--- src/sv/i2cm_pkg.sv ---
// Shared types and constants of the open-drain I2C byte master.
`default_nettype none
package i2cm_pkg;

  localparam int unsigned TICK_W      = 8;
  localparam int unsigned PHASE_W     = 5;
  localparam int unsigned BYTE_W      = 8;
  localparam int unsigned APB_DATA_W  = 32;
  localparam int unsigned APB_ADDR_W  = 3;

  localparam logic [TICK_W-1:0]  PHASE_TICKS_RESET = 8'd8;
  localparam logic [PHASE_W-1:0] WRITE_PHASES      = 5'd27;
  localparam logic [PHASE_W-1:0] READ_PHASES       = 5'd21;
  localparam logic [PHASE_W-1:0] EDGE_PHASES       = 5'd3;
  localparam logic [PHASE_W-1:0] WRITE_BIT_PHASES  = 5'd24;
  localparam logic [PHASE_W-1:0] WRITE_ACK_SDA     = 5'd24;
  localparam logic [PHASE_W-1:0] WRITE_ACK_SCL     = 5'd25;
  localparam logic [PHASE_W-1:0] READ_LAST_BIT     = 5'd16;
  localparam logic [PHASE_W-1:0] READ_ACK_SDA      = 5'd17;
  localparam logic [PHASE_W-1:0] READ_ACK_SCL_HI   = 5'd18;
  localparam logic [PHASE_W-1:0] READ_ACK_SCL_LO   = 5'd19;

  // word index of the phase_ticks register (byte address bit 2)
  localparam logic CFG_IDX_PHASE_TICKS = 1'b0;

  typedef enum logic [2:0] {
    OP_IDLE  = 3'd0,
    OP_START = 3'd1,
    OP_STOP  = 3'd2,
    OP_WRITE = 3'd3,
    OP_READ  = 3'd4
  } op_t;

  typedef enum logic [1:0] {
    SUB_DATA   = 2'd0,
    SUB_SCL_HI = 2'd1,
    SUB_SCL_LO = 2'd2
  } bit_sub_t;

  typedef struct packed {
    logic [2:0]        kind;
    logic [BYTE_W-1:0] write_data;
    logic              last_read;
    logic              sda_in;
  } in_t;

  typedef struct packed {
    logic              scl_pull_low;
    logic              sda_pull_low;
    logic              busy_res;
    logic              done_res;
    logic              acked;
    logic [BYTE_W-1:0] read_byte;
    logic              rejected;
  } out_t;

  // classified tick as handed from the front to the sequencer
  typedef struct packed {
    op_t               cmd;
    logic [BYTE_W-1:0] write_data;
    logic              last_read;
    logic              sda_in;
  } seq_item_t;

endpackage
`default_nettype wire

--- src/sv/i2c_open_drain_byte_master.sv ---
// Top level of the open-drain I2C byte master: queues, sequencer and register port.
// Each accepted item is one bus tick and yields exactly one result. The block takes
// one item per clock and delivers one result per clock when neither side stalls; an
// item waits in the input queue until the phase sequencer steps it into the result
// queue, whose head shows on the result port. Both queues are two deep, so either
// side may stall without stopping the other at once. phase_ticks (address 0, reset
// 8, 0 acts as 1) sets how many ticks each line phase lasts; write it only while no
// transfer is in flight.
`default_nettype none
module i2c_open_drain_byte_master (
  input  wire logic                               clk,
  input  wire logic                               rst,
  input  wire logic                               push,
  output logic                                    full,
  input  wire i2cm_pkg::in_t                      item,
  output logic                                    empty,
  input  wire logic                               pop,
  output i2cm_pkg::out_t                          result,
  input  wire logic                               psel,
  input  wire logic                               penable,
  input  wire logic                               pwrite,
  input  wire logic [i2cm_pkg::APB_ADDR_W-1:0]    paddr,
  input  wire logic [i2cm_pkg::APB_DATA_W-1:0]    pwdata,
  output logic [i2cm_pkg::APB_DATA_W-1:0]         prdata,
  output logic                                    pready
);

  logic [7:0]          phase_ticks;
  logic                fvalid;
  logic                take;
  i2cm_pkg::seq_item_t fitem;

  assign pready = 1'b1;

  always_ff @(posedge clk) begin
    if (rst) begin
      phase_ticks <= i2cm_pkg::PHASE_TICKS_RESET;
    end else if (psel && penable && pwrite && pready &&
                 (paddr[2] == i2cm_pkg::CFG_IDX_PHASE_TICKS)) begin
      phase_ticks <= pwdata[7:0];
    end
  end

  assign prdata = (paddr[2] == i2cm_pkg::CFG_IDX_PHASE_TICKS) ?
                  {24'd0, phase_ticks} : '0;

  i2cm_front u_front (
    .clk    (clk),
    .rst    (rst),
    .push   (push),
    .full   (full),
    .item   (item),
    .fvalid (fvalid),
    .fitem  (fitem),
    .take   (take)
  );

  i2cm_back u_back (
    .clk         (clk),
    .rst         (rst),
    .phase_ticks (phase_ticks),
    .fvalid      (fvalid),
    .fitem       (fitem),
    .take        (take),
    .empty       (empty),
    .pop         (pop),
    .result      (result)
  );

endmodule
`default_nettype wire

--- src/sv/i2cm_front.sv ---
// Front end: accepts ticks, classifies the command kind and queues them.
`default_nettype none
module i2cm_front (
  input  wire logic              clk,
  input  wire logic              rst,
  input  wire logic              push,
  output logic                   full,
  input  wire i2cm_pkg::in_t     item,
  output logic                   fvalid,
  output i2cm_pkg::seq_item_t    fitem,
  input  wire logic              take
);

  i2cm_pkg::seq_item_t q [2];
  logic                wr_ptr;
  logic                rd_ptr;
  logic [1:0]          count;
  i2cm_pkg::seq_item_t classified;
  logic                do_push;
  logic                do_pop;

  always_comb begin
    classified.write_data = item.write_data;
    classified.last_read  = item.last_read;
    classified.sda_in     = item.sda_in;
    unique case (item.kind)
      i2cm_pkg::OP_START: classified.cmd = i2cm_pkg::OP_START;
      i2cm_pkg::OP_STOP:  classified.cmd = i2cm_pkg::OP_STOP;
      i2cm_pkg::OP_WRITE: classified.cmd = i2cm_pkg::OP_WRITE;
      i2cm_pkg::OP_READ:  classified.cmd = i2cm_pkg::OP_READ;
      default:            classified.cmd = i2cm_pkg::OP_IDLE;  // plain tick and unused codes
    endcase
  end

  assign full    = (count == 2'd2);
  assign fvalid  = (count != 2'd0);
  assign fitem   = q[rd_ptr];
  assign do_push = push && !full;
  assign do_pop  = take && fvalid;

  always_ff @(posedge clk) begin
    if (do_push) begin
      q[wr_ptr] <= classified;
    end
  end

  always_ff @(posedge clk) begin
    if (rst) begin
      wr_ptr <= 1'b0;
      rd_ptr <= 1'b0;
      count  <= 2'd0;
    end else begin
      if (do_push) wr_ptr <= ~wr_ptr;
      if (do_pop)  rd_ptr <= ~rd_ptr;
      unique case ({do_push, do_pop})
        2'b10:   count <= count + 2'd1;
        2'b01:   count <= count - 2'd1;
        default: count <= count;
      endcase
    end
  end

endmodule
`default_nettype wire

--- src/sv/i2cm_back.sv ---
// Back end: line phase sequencer, one tick per step, with a result queue.
`default_nettype none
module i2cm_back (
  input  wire logic                  clk,
  input  wire logic                  rst,
  input  wire logic [7:0]            phase_ticks,
  input  wire logic                  fvalid,
  input  wire i2cm_pkg::seq_item_t   fitem,
  output logic                       take,
  output logic                       empty,
  input  wire logic                  pop,
  output i2cm_pkg::out_t             result
);

  i2cm_pkg::op_t     operation, operation_next;
  logic [4:0]        phase_index, phase_index_next;
  i2cm_pkg::bit_sub_t bit_sub, bit_sub_next;
  logic [7:0]        tick_count, tick_count_next;
  logic [7:0]        shift_byte, shift_byte_next;
  logic              ack_seen, ack_seen_next;
  logic              scl_drive, scl_drive_next;
  logic              sda_drive, sda_drive_next;

  logic [7:0]        len;
  logic [4:0]        total;
  logic [4:0]        phase_inc;
  logic              phase_end;
  logic              last_phase;
  logic              enter;
  logic              step;
  i2cm_pkg::out_t    res;

  i2cm_pkg::out_t    oq [2];
  logic              owr, ord;
  logic [1:0]        ocount;
  logic              opop;

  assign len       = (phase_ticks == 8'd0) ? 8'd1 : phase_ticks;
  assign phase_inc = phase_index + 5'd1;
  assign phase_end = (tick_count >= len);

  always_comb begin
    priority case (operation)
      i2cm_pkg::OP_WRITE: total = i2cm_pkg::WRITE_PHASES;
      i2cm_pkg::OP_READ:  total = i2cm_pkg::READ_PHASES;
      default:            total = i2cm_pkg::EDGE_PHASES;
    endcase
  end

  assign last_phase = (phase_inc >= total);
  assign step       = fvalid && (ocount != 2'd2);
  assign take       = step;

  // next state: sequencer registers
  always_comb begin
    operation_next   = operation;
    phase_index_next = phase_index;
    bit_sub_next     = bit_sub;
    tick_count_next  = tick_count;
    shift_byte_next  = shift_byte;
    ack_seen_next    = ack_seen;
    scl_drive_next   = scl_drive;
    sda_drive_next   = sda_drive;
    enter            = 1'b0;

    if (operation == i2cm_pkg::OP_IDLE) begin
      if (fitem.cmd != i2cm_pkg::OP_IDLE) begin
        operation_next   = fitem.cmd;
        phase_index_next = 5'd0;
        bit_sub_next     = i2cm_pkg::SUB_DATA;
        tick_count_next  = 8'd1;
        if (fitem.cmd == i2cm_pkg::OP_WRITE) begin
          shift_byte_next = fitem.write_data;
          ack_seen_next   = 1'b0;
        end else if (fitem.cmd == i2cm_pkg::OP_READ) begin
          shift_byte_next = 8'd0;
          ack_seen_next   = fitem.last_read;
        end
        enter = 1'b1;
      end
    end else if (phase_end) begin
      if (last_phase) begin
        operation_next   = i2cm_pkg::OP_IDLE;
        phase_index_next = 5'd0;
        tick_count_next  = 8'd0;
      end else begin
        phase_index_next = phase_inc;
        tick_count_next  = 8'd1;
        unique case (bit_sub)
          i2cm_pkg::SUB_DATA:   bit_sub_next = i2cm_pkg::SUB_SCL_HI;
          i2cm_pkg::SUB_SCL_HI: bit_sub_next = i2cm_pkg::SUB_SCL_LO;
          default:              bit_sub_next = i2cm_pkg::SUB_DATA;
        endcase
        enter = 1'b1;
      end
    end else begin
      tick_count_next = tick_count + 8'd1;
    end

    // line drives on entry to a phase
    if (enter) begin
      unique case (operation_next)
        i2cm_pkg::OP_START: begin
          priority if (phase_index_next == 5'd0) begin
            scl_drive_next = 1'b0;
            sda_drive_next = 1'b0;
          end else if (phase_index_next == 5'd1) begin
            sda_drive_next = 1'b1;
          end else begin
            scl_drive_next = 1'b1;
          end
        end
        i2cm_pkg::OP_STOP: begin
          priority if (phase_index_next == 5'd0) sda_drive_next = 1'b1;
          else if (phase_index_next == 5'd1)     scl_drive_next = 1'b0;
          else                                   sda_drive_next = 1'b0;
        end
        i2cm_pkg::OP_WRITE: begin
          priority if (phase_index_next < i2cm_pkg::WRITE_BIT_PHASES) begin
            unique case (bit_sub_next)
              i2cm_pkg::SUB_DATA:   sda_drive_next = ~shift_byte_next[7];
              i2cm_pkg::SUB_SCL_HI: scl_drive_next = 1'b0;
              default: begin
                scl_drive_next  = 1'b1;
                shift_byte_next = {shift_byte_next[6:0], 1'b0};
              end
            endcase
          end else if (phase_index_next == i2cm_pkg::WRITE_ACK_SDA) begin
            sda_drive_next = 1'b0;
          end else if (phase_index_next == i2cm_pkg::WRITE_ACK_SCL) begin
            scl_drive_next = 1'b0;
          end else begin
            ack_seen_next  = ~fitem.sda_in;
            scl_drive_next = 1'b1;
          end
        end
        i2cm_pkg::OP_READ: begin
          priority if (phase_index_next == 5'd0) begin
            sda_drive_next = 1'b0;
          end else if (phase_index_next <= i2cm_pkg::READ_LAST_BIT) begin
            if (phase_index_next[0]) begin
              scl_drive_next = 1'b0;
            end else begin
              // sample as the clock goes low again
              shift_byte_next = {shift_byte_next[6:0], fitem.sda_in};
              scl_drive_next  = 1'b1;
            end
          end else if (phase_index_next == i2cm_pkg::READ_ACK_SDA) begin
            sda_drive_next = ~ack_seen_next;
          end else if (phase_index_next == i2cm_pkg::READ_ACK_SCL_HI) begin
            scl_drive_next = 1'b0;
          end else if (phase_index_next == i2cm_pkg::READ_ACK_SCL_LO) begin
            scl_drive_next = 1'b1;
          end else begin
            sda_drive_next = 1'b0;
          end
        end
        default: ;
      endcase
    end
  end

  // outputs: result of this tick
  always_comb begin
    res.scl_pull_low = scl_drive_next;
    res.sda_pull_low = sda_drive_next;
    res.busy_res     = (operation_next != i2cm_pkg::OP_IDLE);
    res.done_res     = 1'b0;
    res.acked        = 1'b0;
    res.read_byte    = 8'd0;
    res.rejected     = 1'b0;
    if (operation != i2cm_pkg::OP_IDLE) begin
      res.rejected = (fitem.cmd != i2cm_pkg::OP_IDLE);
      if (phase_end && last_phase) begin
        res.done_res = 1'b1;
        if (operation == i2cm_pkg::OP_WRITE) res.acked = ack_seen;
        if (operation == i2cm_pkg::OP_READ)  res.read_byte = shift_byte;
      end
    end
  end

  always_ff @(posedge clk) begin
    if (rst) begin
      operation   <= i2cm_pkg::OP_IDLE;
      phase_index <= 5'd0;
      bit_sub     <= i2cm_pkg::SUB_DATA;
      tick_count  <= 8'd0;
      shift_byte  <= 8'd0;
      ack_seen    <= 1'b0;
      scl_drive   <= 1'b0;
      sda_drive   <= 1'b0;
    end else if (step) begin
      operation   <= operation_next;
      phase_index <= phase_index_next;
      bit_sub     <= bit_sub_next;
      tick_count  <= tick_count_next;
      shift_byte  <= shift_byte_next;
      ack_seen    <= ack_seen_next;
      scl_drive   <= scl_drive_next;
      sda_drive   <= sda_drive_next;
    end
  end

  // result queue
  assign empty  = (ocount == 2'd0);
  assign result = oq[ord];
  assign opop   = pop && !empty;

  always_ff @(posedge clk) begin
    if (step) begin
      oq[owr] <= res;
    end
  end

  always_ff @(posedge clk) begin
    if (rst) begin
      owr    <= 1'b0;
      ord    <= 1'b0;
      ocount <= 2'd0;
    end else begin
      if (step) owr <= ~owr;
      if (opop) ord <= ~ord;
      unique case ({step, opop})
        2'b10:   ocount <= ocount + 2'd1;
        2'b01:   ocount <= ocount - 2'd1;
        default: ocount <= ocount;
      endcase
    end
  end

endmodule
`default_nettype wire

--- config.mk ---
export PLATFORM = sky130hd
export DESIGN_NAME = i2c_open_drain_byte_master
export DESIGN_NICKNAME = d
export VERILOG_FILES = /design/src/sv/i2cm_pkg.sv /design/src/sv/i2c_open_drain_byte_master.sv /design/src/sv/i2cm_front.sv /design/src/sv/i2cm_back.sv
export SDC_FILE = /design/constraint.sdc
export NUM_CORES = 1
export LEC_CHECK = 0
export ABC_AREA = 1
export BUFFER_PORTS_ARGS = -buffer_cell sky130_fd_sc_hd__clkbuf_2
export CAP_MARGIN = 20
export CORE_ASPECT_RATIO = 1.25
export CORE_MARGIN = 3
export CORE_UTILIZATION = 51
export CTS_CLUSTER_SIZE = 10
export DETAILED_ROUTE_END_ITERATION = 10
export HOLD_SLACK_MARGIN = 0.02
export MAX_ROUTING_LAYER = met4
export PLACE_DENSITY = 0.8
export SYNTH_ARGS = -nofsm -noshare
export SYNTH_HDL_FRONTEND = slang
export SYNTH_SLANG_ARGS = --single-unit
--- constraint.sdc ---
create_clock -name clk -period 3.3 [get_ports clk]
set_clock_uncertainty 0.1 [all_clocks]
set_input_delay 0 -clock clk [delete_from_list [all_inputs] [get_ports clk]]
set_output_delay 0 -clock clk [all_outputs]
set_load 0.01 [all_outputs]
==> results of run 1 <==
-- power breakdown --
part,internal (mW),switching (mW)
Sequential,1.72,0.182
Combinational,1.11,2.12
Clock,0.597,0.478
-- metal layers --
| metal | part of all wire [%] | up-vias | GRT usage (%) |
|---|---|---|---|
| met1 | 41 | 2278 | 24.99 |
| li1 | - | 2410 | - |
| met5 | 0 | - | - |
| met2 | 51 | 172 | 36.15 |
| met4 | 2.7 | 0 | 8.762 |
| met3 | 5.4 | 28 | 3.137 |
-- cells in the final DEF, fill, tap and decap left out, types with 27 or more instances in the layout --
| cell type | n |
|---|---|
| nand2_1 | 129 |
| inv_1 | 68 |
| nor2_1 | 59 |
| edfxtp_1 | 54 |
| clkbuf_2 | 52 |
| o21ai_0 | 47 |
| dfxtp_1 | 46 |
| a21oi_1 | 42 |
| nand3_1 | 37 |
| dlygate4sd3_1 | 27 |
-- state kept, by name, indices dropped and copies added (netlist names), 2 cells and up, named ones only --
name / count
u_back.phase_index: 5
u_front.count: 2
u_back.oq: 28
u_back.operation: 3
u_back.shift_byte: 8
u_front.q: 26
u_back.tick_count: 8
u_back.bit_sub: 2
phase_ticks: 8
u_back.ocount: 2
-- through the flow --
stage          hold slack, ns  setup slack, ns  setup TNS [ns]  area (µm²)
2_1_floorplan       -0.001131           0.1762               0        5739
3_3_place_gp          0.09060           0.1751               0        6091
3_5_place_dp          0.09373           0.1188               0        6091
4_1_cts                0.1819          0.05680               0        6661
5_1_grt                0.2660         -0.06306         -0.5219        6760
6_report               0.1920           0.1035               0        6760
-- cell families after synthesis --
logic type | Yosys count | share of synthesized area [%]
AND/OR/NAND/NOR | 295 | 25.23
multiplexers | 15 | 2.966
adder cells (fa/ha/maj) | 16 | 3.541
AO/OA/AOI/OAI | 120 | 12.06
XOR/XNOR | 4 | 0.6197
flip-flops | 101 | 45.33
buffers and inverters | 124 | 10.12
other | 2 | 0.1329
-- path summary, 6_finish.rpt --
check	from	end	slack, ns	depth (start not counted)
max	phase_ticks[2]$_SDFFE_PP0P_	u_back.shift_byte[0]$_SDFFE_PP0P_	0.10	21
min	psel	phase_ticks[5]$_SDFFE_PP0P_	0.19	4
max reg2reg	phase_ticks[2]$_SDFFE_PP0P_	u_back.shift_byte[0]$_SDFFE_PP0P_	0.10	21
min reg2reg	u_front.rd_ptr$_SDFFE_PP0P_	u_front.rd_ptr$_SDFFE_PP0P_	0.36	1
-- repair_timing --
item,in CTS,in global routing
setup endpoints to repair,0,15
hold buffers,27,0
gates resized for setup,0,22
hold endpoints to repair,42,0
buffers inserted,0,1
-- cell type report --
type,count,area [µm²]
Sequential cell,101,2564
Clock buffer,10,229.0
Tap cell,132,165.2
Inverter,84,320.3
Fill cell,864,3960
Multi-Input combinational cell,475,2681
Clock inverter,6,71.32
Timing Repair Buffer,105,729.5
-- worst reg2reg max path: stages (launching register included) --
cell     delay, ns
dfxtp_1       0.30
inv_1         0.12
nand4_1       0.14
o41ai_2       0.29
ha_1          0.29
nand2_1       0.07
nor2_1        0.05
nor2_1        0.08
nand2_1       0.09
nand2_4       0.13
nand2_4       0.11
nand2_4       0.10
nand2_1       0.05
o21ai_1       0.24
nand2_2       0.12
nor2_4        0.19
nand3_2       0.10
buf_4         0.15
nand2_4       0.11
nand2_1       0.08
nand2_1       0.08
a31oi_1       0.07
==> metrics, run 1 <==
status completed; residual DRC count 0; CTS tree built; root buffer cell clkbuf_16; vias post-DR 4,888; VDD IR-drop max 0.0006263 V; worst slew pin tran between 1 and 1.5 ns; Hold Vio Cnt, Final 0; CP arrival 3.31 ns; Slew Limit Headroom 29.34%; vias per cell 5.354; CP Launch Type flip-flop; f_max ~0.31 GHz; Syn Area/Cell 8.350 µm²; Tot GR Track Use 21.15%; Tcrit/Tclk final slightly below 100%; ANT nets after route 0; area grow syn2layout 19.59%; Worst-path clk slew 0.07 ns; fin. max-slew vios 0; Max Cap Viol 0; H-Tree Depth 3; Starting DRT DRC Count between 300 and 400; cell mode on critical path nand2_1; Tot Pwr 6.213 mW; Max Buffers Root-to-Sink 2; Diodes inserted 0; synth warn 0; critical path class flip-flop to flip-flop; async set-reset flop share out of synthesis 0%; GRT Residual Overflow 0; area share of the largest cell type after synthesis 28.69%; Top Ports roughly 100; non-filler cells, final just over 900; crit end category flip-flop; Detailed Routing Iterations Pass 1 8; Final Setup Violations 0; Hold Crit Class input port to flip-flop; Synth top cells by count nand2_1 (132), inv_1 (71), nor2_1 (62), edfxtp_1 (54); Synth Flop Type edfxtp_1; largest net degree at the start of global routing 37; top-count cell post-synth nand2_1; clock sink count 101; P_leak slightly below 3 nW; Finished Core Util a little over three fifths; Seq cells post-synth just over 100; Die Area 12,390 µm²; critical path's largest stage delay 0.30 ns; Final Routed Wirelength 13.06 mm; first-pass GRT wire length 20.38 mm; die height about 120 µm; Net count, final 847; Yosys cell types 46; required time of the worst setup path 3.42 ns; CP delay by family, top simple AND/OR/NAND/NOR gates; core area around 11,000 µm²; TritonCTS Buffers 9; EDFF count, synth 54; slowest CP cell dfxtp_1; Routability Congestion between 0.9 and 1; Post-Syn Instances 677; CP bufs+invs 2; ranking of synthesized cells by area edfxtp_1 (29%), dfxtp_1 (17%), nand2_1 (8.8%); antenna violations before repair 0; Rows 42; Port Buffer Count between 50 and 60; CP Max Fanout 9; Seq/Total Area, Yosys 45.33%; mapped cell area about 5700 µm²; Period minus WS final between 3 and 4 ns; PD cells 919.0 nW/µm²; critical path, cell by cell inv_1, nand4_1, o41ai_2, ha_1, nand2_1, nor2_1, nor2_1, nand2_1, nand2_4, nand2_4, nand2_4, nand2_1, o21ai_1, nand2_2, nor2_4, nand3_2, buf_4, nand2_4, nand2_1, nand2_1, a31oi_1; placed insts 868; share of layout cells above drive strength 1 approximately a quarter; Starting Density 52.73%; number of global-route vias before repair 4,496; HPWL after detailed placement 9.056 mm; routed len/inst around 14 µm; Worst-Skew Late Latency 0.35 ns; die width 100.2 µm; Yosys top cell by area edfxtp_1
No activity file was read; power rests on OpenSTA's default activity.
==> inputs of run 2 (changes only) <==
--- a/config.mk
+++ b/config.mk
@@ -5,7 +5,6 @@
 export SDC_FILE = /design/constraint.sdc
 export NUM_CORES = 1
 export LEC_CHECK = 0
-export ABC_AREA = 1
 export BUFFER_PORTS_ARGS = -buffer_cell sky130_fd_sc_hd__clkbuf_2
 export CAP_MARGIN = 20
 export CORE_ASPECT_RATIO = 1.25
==> run 2 against run 1 <==
Effect of this change:
- critical endpoint is now u_back.ack_seen$_SDFFE_PP0P_
- via count up 3.6%
- the run now ends with setup timing left
- die area shrank 1.1%
- wire length up 20%
- clock power down 6%
- register-to-register slack lost 0.15 ns
- core utilization rose by 7.8 points
==> metrics, run 2 <==
status finished with violations; failing checks setup timing; crit end category flip-flop; worst slew pin tran 1.017 ns; Starting Density 52.36%; Synth Flop Type edfxtp_1; async set-reset flop share out of synthesis 0%; routed len/inst 18.33 µm; core area 10,670 µm²; Largest Register u_back.oq; Period minus WS final 3.343 ns; critical path, cell by cell ha_4, buf_6, xor2_4, ha_4, a21o_1, a21oi_4, and3_4, nand3_2, o211ai_1, buf_4, o21ai_1, or3_1, mux2i_1, a211oi_1; die width around 100 µm; Tot Pwr 6.457 mW; reg2reg start u_back.phase_index[0]$_SDFFE_PP0P_; residual DRC count 0; R2R Setup Slk -0.04 ns; EDFF count, synth 54; CP bufs+invs 2; commonest cells after routing, fill and taps aside buf_4 (84), nor2_1 (68), edfxtp_1 (54), clkbuf_2 (52), dfxtp_1 (39); R2R depth 14; Port Buffer Count 52; critical path depth 14; Starting DRT DRC Count approximately 380; GRT Residual Overflow 0; number of global-route vias before repair 4,724; Final WS setup -0.04338 ns; H-Tree Depth 3; clock sink count 101; Top Ports around 100; Yosys top cell by area edfxtp_1; PD cells 854.4 nW/µm²; Tot GR Track Use 23.04%; fin. max-slew vios 0; CP delay by family, top compound AO/OA/AOI/OAI gates; Fin Setup TNS -0.09252 ns; ranking of synthesized cells by area edfxtp_1 (29%), dfxtp_1 (17%), nor2_1 (4.8%); Post-Syn Instances 564; HPWL after detailed placement 10.08 mm; f_max 0.2991 GHz; Max Buffers Root-to-Sink 2; required time of the worst setup path 3.45 ns; critical path class flip-flop to flip-flop; Hold Crit Class input port to flip-flop; Yosys cell types 79; root buffer cell clkbuf_16; vias post-DR between 5,000 and 6,000; commonest non-fill, non-tap cell in the layout buf_4; first-pass GRT wire length 21.94 mm; Finished Core Util 70.84%; CP Launch Type flip-flop; hold_ws 0.04611 ns; largest net degree at the start of global routing 45; Synth top cells by count nor2_1 (72), edfxtp_1 (54), dfxtp_1 (47), nand2_1 (41), buf_4 (27); Rows 42; unrepaired setup endpoints after global routing yes; vias per cell between 5 and 6; Seq/Total Area, Yosys 45.88%; share of layout cells above drive strength 1 approximately 37%; CP Max Fanout 4; Max Cap Viol 0; VDD IR-drop max 0.0005619 V; CP arrival 3.49 ns; Die Area between 10,000 and 15,000 µm²; P_leak 2.966 nW; CTS tree built; Seq cells post-synth between 100 and 150; Routability Congestion roughly 0.95; TritonCTS Buffers 9; placed insts 795; Worst Setup SP u_back.phase_index[0]$_SDFFE_PP0P_; Setup crit end u_back.ack_seen$_SDFFE_PP0P_; Worst-Skew Late Latency 0.36 ns; Tcrit/Tclk final 101.3%; Worst-path clk slew 0.07 ns; non-filler cells, final roughly 850; critical path's largest stage delay 0.43 ns; synth warn 0; top-count cell post-synth nor2_1; Syn Area/Cell 9.903 µm²; ANT nets after route 0; mapped cell area 5585 µm²; worst flop-to-flop path endpoint u_back.ack_seen$_SDFFE_PP0P_; cell mode on critical path ha_4; area grow syn2layout 35.30%; Final Routed Wirelength 15.62 mm; Net count, final 786; die height 123.0 µm; Diodes inserted 0; biggest regs u_back.oq: 28 flops, u_front.q: 26 flops; antenna violations before repair 0; Detailed Routing Iterations Pass 1 5; Hold Vio Cnt, Final 0; slowest CP cell or3_1; max reg flops 28; Slew Limit Headroom 31.94%; Final Setup Violations 5; area share of the largest cell type after synthesis 29.03%
-- run 2: cell types whose count changed after synthesis, sizes merged, moves of 8 or more --
cell / before / now
and2: 0 / 8
a31oi: 3 / 13
mux2i: 1 / 14
a21oi: 44 / 25
nand2: 150 / 41
buf: 28 / 38
and3: 1 / 13
o21ai: 57 / 22
inv: 83 / 21
nand3: 44 / 15
a211oi: 0 / 10
-- run 2: worst min path at each step --
stage / start / endpoint / slack [ns] / depth (start not counted)
final: pop / flip-flop / 0.05 / 4
after global routing: pop / flip-flop / 0.07 / 4
after CTS: pop / flip-flop / 0.04 / 4
after detailed placement: item[1] / u_front.q[0][1]$_DFFE_PP_ / 0.09 / 1
after global placement: item[4] / u_front.q[0][4]$_DFFE_PP_ / 0.09 / 1
after floorplan: item[0] / u_front.q[0][0]$_DFFE_PP_ / -0.001 / 0
-- run 2: cell families after synthesis --
kind of cell    after synthesis  share of synthesized area, %
buf+inv                      69                         6.922
flops                       101                         45.88
mux                          29                         5.600
compound gates              128                         17.25
xor+xnor                     18                         2.823
fa+ha+maj                    16                         3.584
other cells                   2                        0.1345
simple gates                201                         17.81
-- run 2: timing repair --
item,CTS,global route
hold endpoints to repair,35,0
hold buffers,23,0
setup buffers,2,16
gates resized for setup,16,90
gates cloned,0,0
pin swaps,9,35
endpoints found under the setup margin,13,15
-- run 2: worst register-to-register path, delay by kind of cell, from the launching register on --
kind / cells / cell delay, ns
compound gates: 5 / 0.97
xor+xnor: 1 / 0.17
fa+ha+maj: 2 / 0.35
buf+inv: 2 / 0.35
flops: 1 / 0.37
mux: 1 / 0.14
simple gates: 3 / 0.80
-- run 2: where the power goes --
group | total [mW] | internal [mW] | switching [mW]
clock | 1.01 | 0.526 | 0.487
sequential | 1.87 | 1.68 | 0.192
combinational | 3.58 | 1.55 | 2.02
total | 6.46 | 3.75 | 2.70
-- run 2: stage by stage --
step / area (µm²) / setup WS (ns)
floorplan: 5689 / 0.001033
CTS: 6969 / 0.006419
finish: 7557 / -0.04338
global placement: 6346 / -0.05337
detailed placement: 6346 / -0.2255
global route: 7557 / -0.1395
-- run 2: layout make-up --
class | instances | area (µm²)
multi-input combinational | 417 | 3249
sequential | 101 | 2577
clock inverter | 6 | 60.06
fill | 714 | 3110
inverter | 21 | 78.83
clock buffer | 10 | 229.0
tap | 132 | 165.2
timing repair buffer | 165 | 1197
-- run 2: routing by layer --
layer  GRT usage, %  vias to the layer above  wire length (µm)
li1               -                     2334                 -
met1          26.64                     2407              6004
met2          39.50                      252              7941
met3          3.386                       73               930
met4          10.85                        0               740
met5              -                        -                 0
==> inputs of run 3 (changes only) <==
--- a/config.mk
+++ b/config.mk
@@ -7,14 +7,18 @@
 export LEC_CHECK = 0
 export BUFFER_PORTS_ARGS = -buffer_cell sky130_fd_sc_hd__clkbuf_2
 export CAP_MARGIN = 20
+export CELL_PAD_IN_SITES_DETAIL_PLACEMENT = 1
+export CELL_PAD_IN_SITES_GLOBAL_PLACEMENT = 2
 export CORE_ASPECT_RATIO = 1.25
 export CORE_MARGIN = 3
-export CORE_UTILIZATION = 51
+export CORE_UTILIZATION = 33
+export CTS_BUF_LIST = sky130_fd_sc_hd__clkbuf_4 sky130_fd_sc_hd__clkbuf_8
 export CTS_CLUSTER_SIZE = 10
 export DETAILED_ROUTE_END_ITERATION = 10
 export HOLD_SLACK_MARGIN = 0.02
 export MAX_ROUTING_LAYER = met4
-export PLACE_DENSITY = 0.8
+export PLACE_DENSITY = 0.82
+export SETUP_SLACK_MARGIN = 0.4
 export SYNTH_ARGS = -nofsm -noshare
 export SYNTH_HDL_FRONTEND = slang
 export SYNTH_SLANG_ARGS = --single-unit
==> run 3 against run 2 <==
Effect of this change:
- the flow now finishes without violations
- die area up 51%
- sequential power about the same
- worst hold slack better by 0.014 ns
- core utilization down 24 points
- critical path depth unchanged
- sequential share of layout area down 0.32 points
- worst setup slack better by 0.046 ns
- first-iteration DRC count down 38%
- maximum frequency up 1.4%
- critical path type unchanged
- critical endpoint is now u_back.oq[1][12]$_DFFE_PP_
- largest power group unchanged
==> metrics, run 3 (synthesized netlist as in run 2, its figures left out) <==
routed len/inst 17.35 µm; Rows 52; GRT Residual Overflow 0; worst slew pin tran 0.7285 ns; Starting Density between 30% and 40%; vias post-DR between 4,000 and 5,000; Hold Crit Class input port to flip-flop; routing usage on met3 2.822%; CP Max Fanout 5; core area 16,400 µm²; Diodes inserted 0; Slew Limit Headroom 51.37%; R2R depth 14; multi-input logic area 3242 µm²; VDD IR-drop max 0.0002846 V; TritonCTS Buffers 9; status completed; Max Cap Viol 0; required time of the worst setup path 3.32 ns; Detailed Routing Iterations Pass 1 5; vias per cell 5.133; Worst-Skew Late Latency approximately 0.39 ns; commonest non-fill, non-tap cell in the layout buf_4; critical path class flip-flop to flip-flop; residual DRC count 0; Port Buffer Count 52; CTS tree built; largest net degree at the start of global routing 24; Final Routed Wirelength roughly 16 mm; CP arrival approximately 3.3 ns; Period minus WS final approximately 3.3 ns; Net count, final ~800; number of global-route vias before repair 5,211; Final WS setup about 0.0027 ns; Top Ports 104; Global Route met2 Usage between 30 and 40%; clock sink count 101; first-pass GRT wire length 26.50 mm; root buffer cell clkbuf_8; die height 151.5 µm; grt peak-use layer met2; antenna violations before repair 0; fin. max-slew vios 0; Max Buffers Root-to-Sink 2; Starting DRT DRC Count 232; Finished Core Util a little under half; Routability Congestion 0.9108; share of layout cells above drive strength 1 between 30 and 40%; commonest cells after routing, fill and taps aside buf_4 (87), nor2_1 (69), edfxtp_1 (54), clkbuf_2 (52), dfxtp_1 (39); worst slack at placement -0.01879 ns; H-Tree Depth 3; f_max about 0.30 GHz; crit end category flip-flop; unrepaired setup endpoints after global routing yes; Final Setup Violations 0; ANT nets after route 0; die width between 100 and 150 µm; PD cells 820.3 nW/µm²; Hold Crit Depth 4; routing usage on met1 20.56%; # fillers 1,855; area grow syn2layout 36.72%; Tot GR Track Use between 10% and 20%; Worst-path clk slew 0.10 ns; max reg flops 28; Hold Vio Cnt, Final 0; P_leak 2.969 nW; register area 2580 µm²; CP Launch Type flip-flop; biggest regs u_back.oq: 28 flops, u_front.q: 26 flops; Largest Register u_back.oq; Die Area 18,530 µm²; Tcrit/Tclk final 99.92%; HPWL after detailed placement ~12 mm
-- run 3: cell count changes in the layout (fill, tap and decap cells not counted), sizes merged --
cell | before | now
clkinv | 3 | 1
inv | 22 | 24
clkbuf | 62 | 61
dlygate4sd3 | 23 | 24
buf | 90 | 97
clkinvlp | 2 | 3
-- run 3: final cells by class --
class | count | area share (%)
tap | 216 | 3.539
clock inverter | 7 | 0.7537
sequential | 101 | 33.79
timing repair buffer | 173 | 16.81
multi-input combinational | 417 | 42.45
inverter | 21 | 1.032
clock buffer | 9 | 1.622
-- run 3: repair_timing --
item,in CTS,in global routing
pin swaps,38,32
hold endpoints to repair,37,0
hold buffers,24,0
endpoints found under the setup margin,15,17
buffers inserted,26,7
gates resized for setup,46,28
-- run 3: power by group --
group,switching (mW),internal (mW),leakage (nW),total (mW)
logic,2.01,1.63,1.99,3.64
registers,0.197,1.67,0.896,1.87
clock network,0.467,0.284,0.0833,0.751
total,2.68,3.59,2.97,6.26
-- run 3: worst paths after layout --
kind	start	end	slack (ns)
worst max register to register	phase_ticks[6]$_SDFFE_PP0P_	u_back.oq[1][12]$_DFFE_PP_	0.003
worst max-delay path	phase_ticks[6]$_SDFFE_PP0P_	u_back.oq[1][12]$_DFFE_PP_	0.003
worst min register to register	phase_ticks[1]$_SDFFE_PP0P_	phase_ticks[1]$_SDFFE_PP0P_	0.36
worst min-delay path	penable	phase_ticks[7]$_SDFFE_PP0P_	0.06
-- run 3: layer usage --
layer | vias to the layer above | routed length, µm
met3 | 37 | 499
met4 | 0 | 490
li1 | 2336 | -
met1 | 2381 | 6660
met2 | 92 | 8724
met5 | - | 0
-- run 3: worst max-delay path, cell delays in order (launching register included) --
cell	delay [ns]
dfxtp_2	0.34
nor4_2	0.26
a41o_1	0.24
ha_4	0.21
nor2b_4	0.13
o21ai_4	0.08
a21oi_4	0.28
nor4_4	0.09
buf_4	0.16
or2_4	0.26
buf_4	0.15
nor3_2	0.24
a31oi_1	0.14
a22oi_2	0.19
a31oi_1	0.14
-- run 3: through the flow --
stage	power [mW]	TNS (ns)	instances	hold slack (ns)	area [µm²]
6_report	6.264	0	944	0.05968	7636
5_1_grt	6.696	-0.7568	944	0.08015	7636
4_1_cts	6.134	0	937	0.04466	7437
3_5_place_dp	4.996	-0.03757	871	0.09484	6625
3_3_place_gp	4.865	0	871	0.09121	6625
2_1_floorplan	3.828	0	587	-0.001131	5928
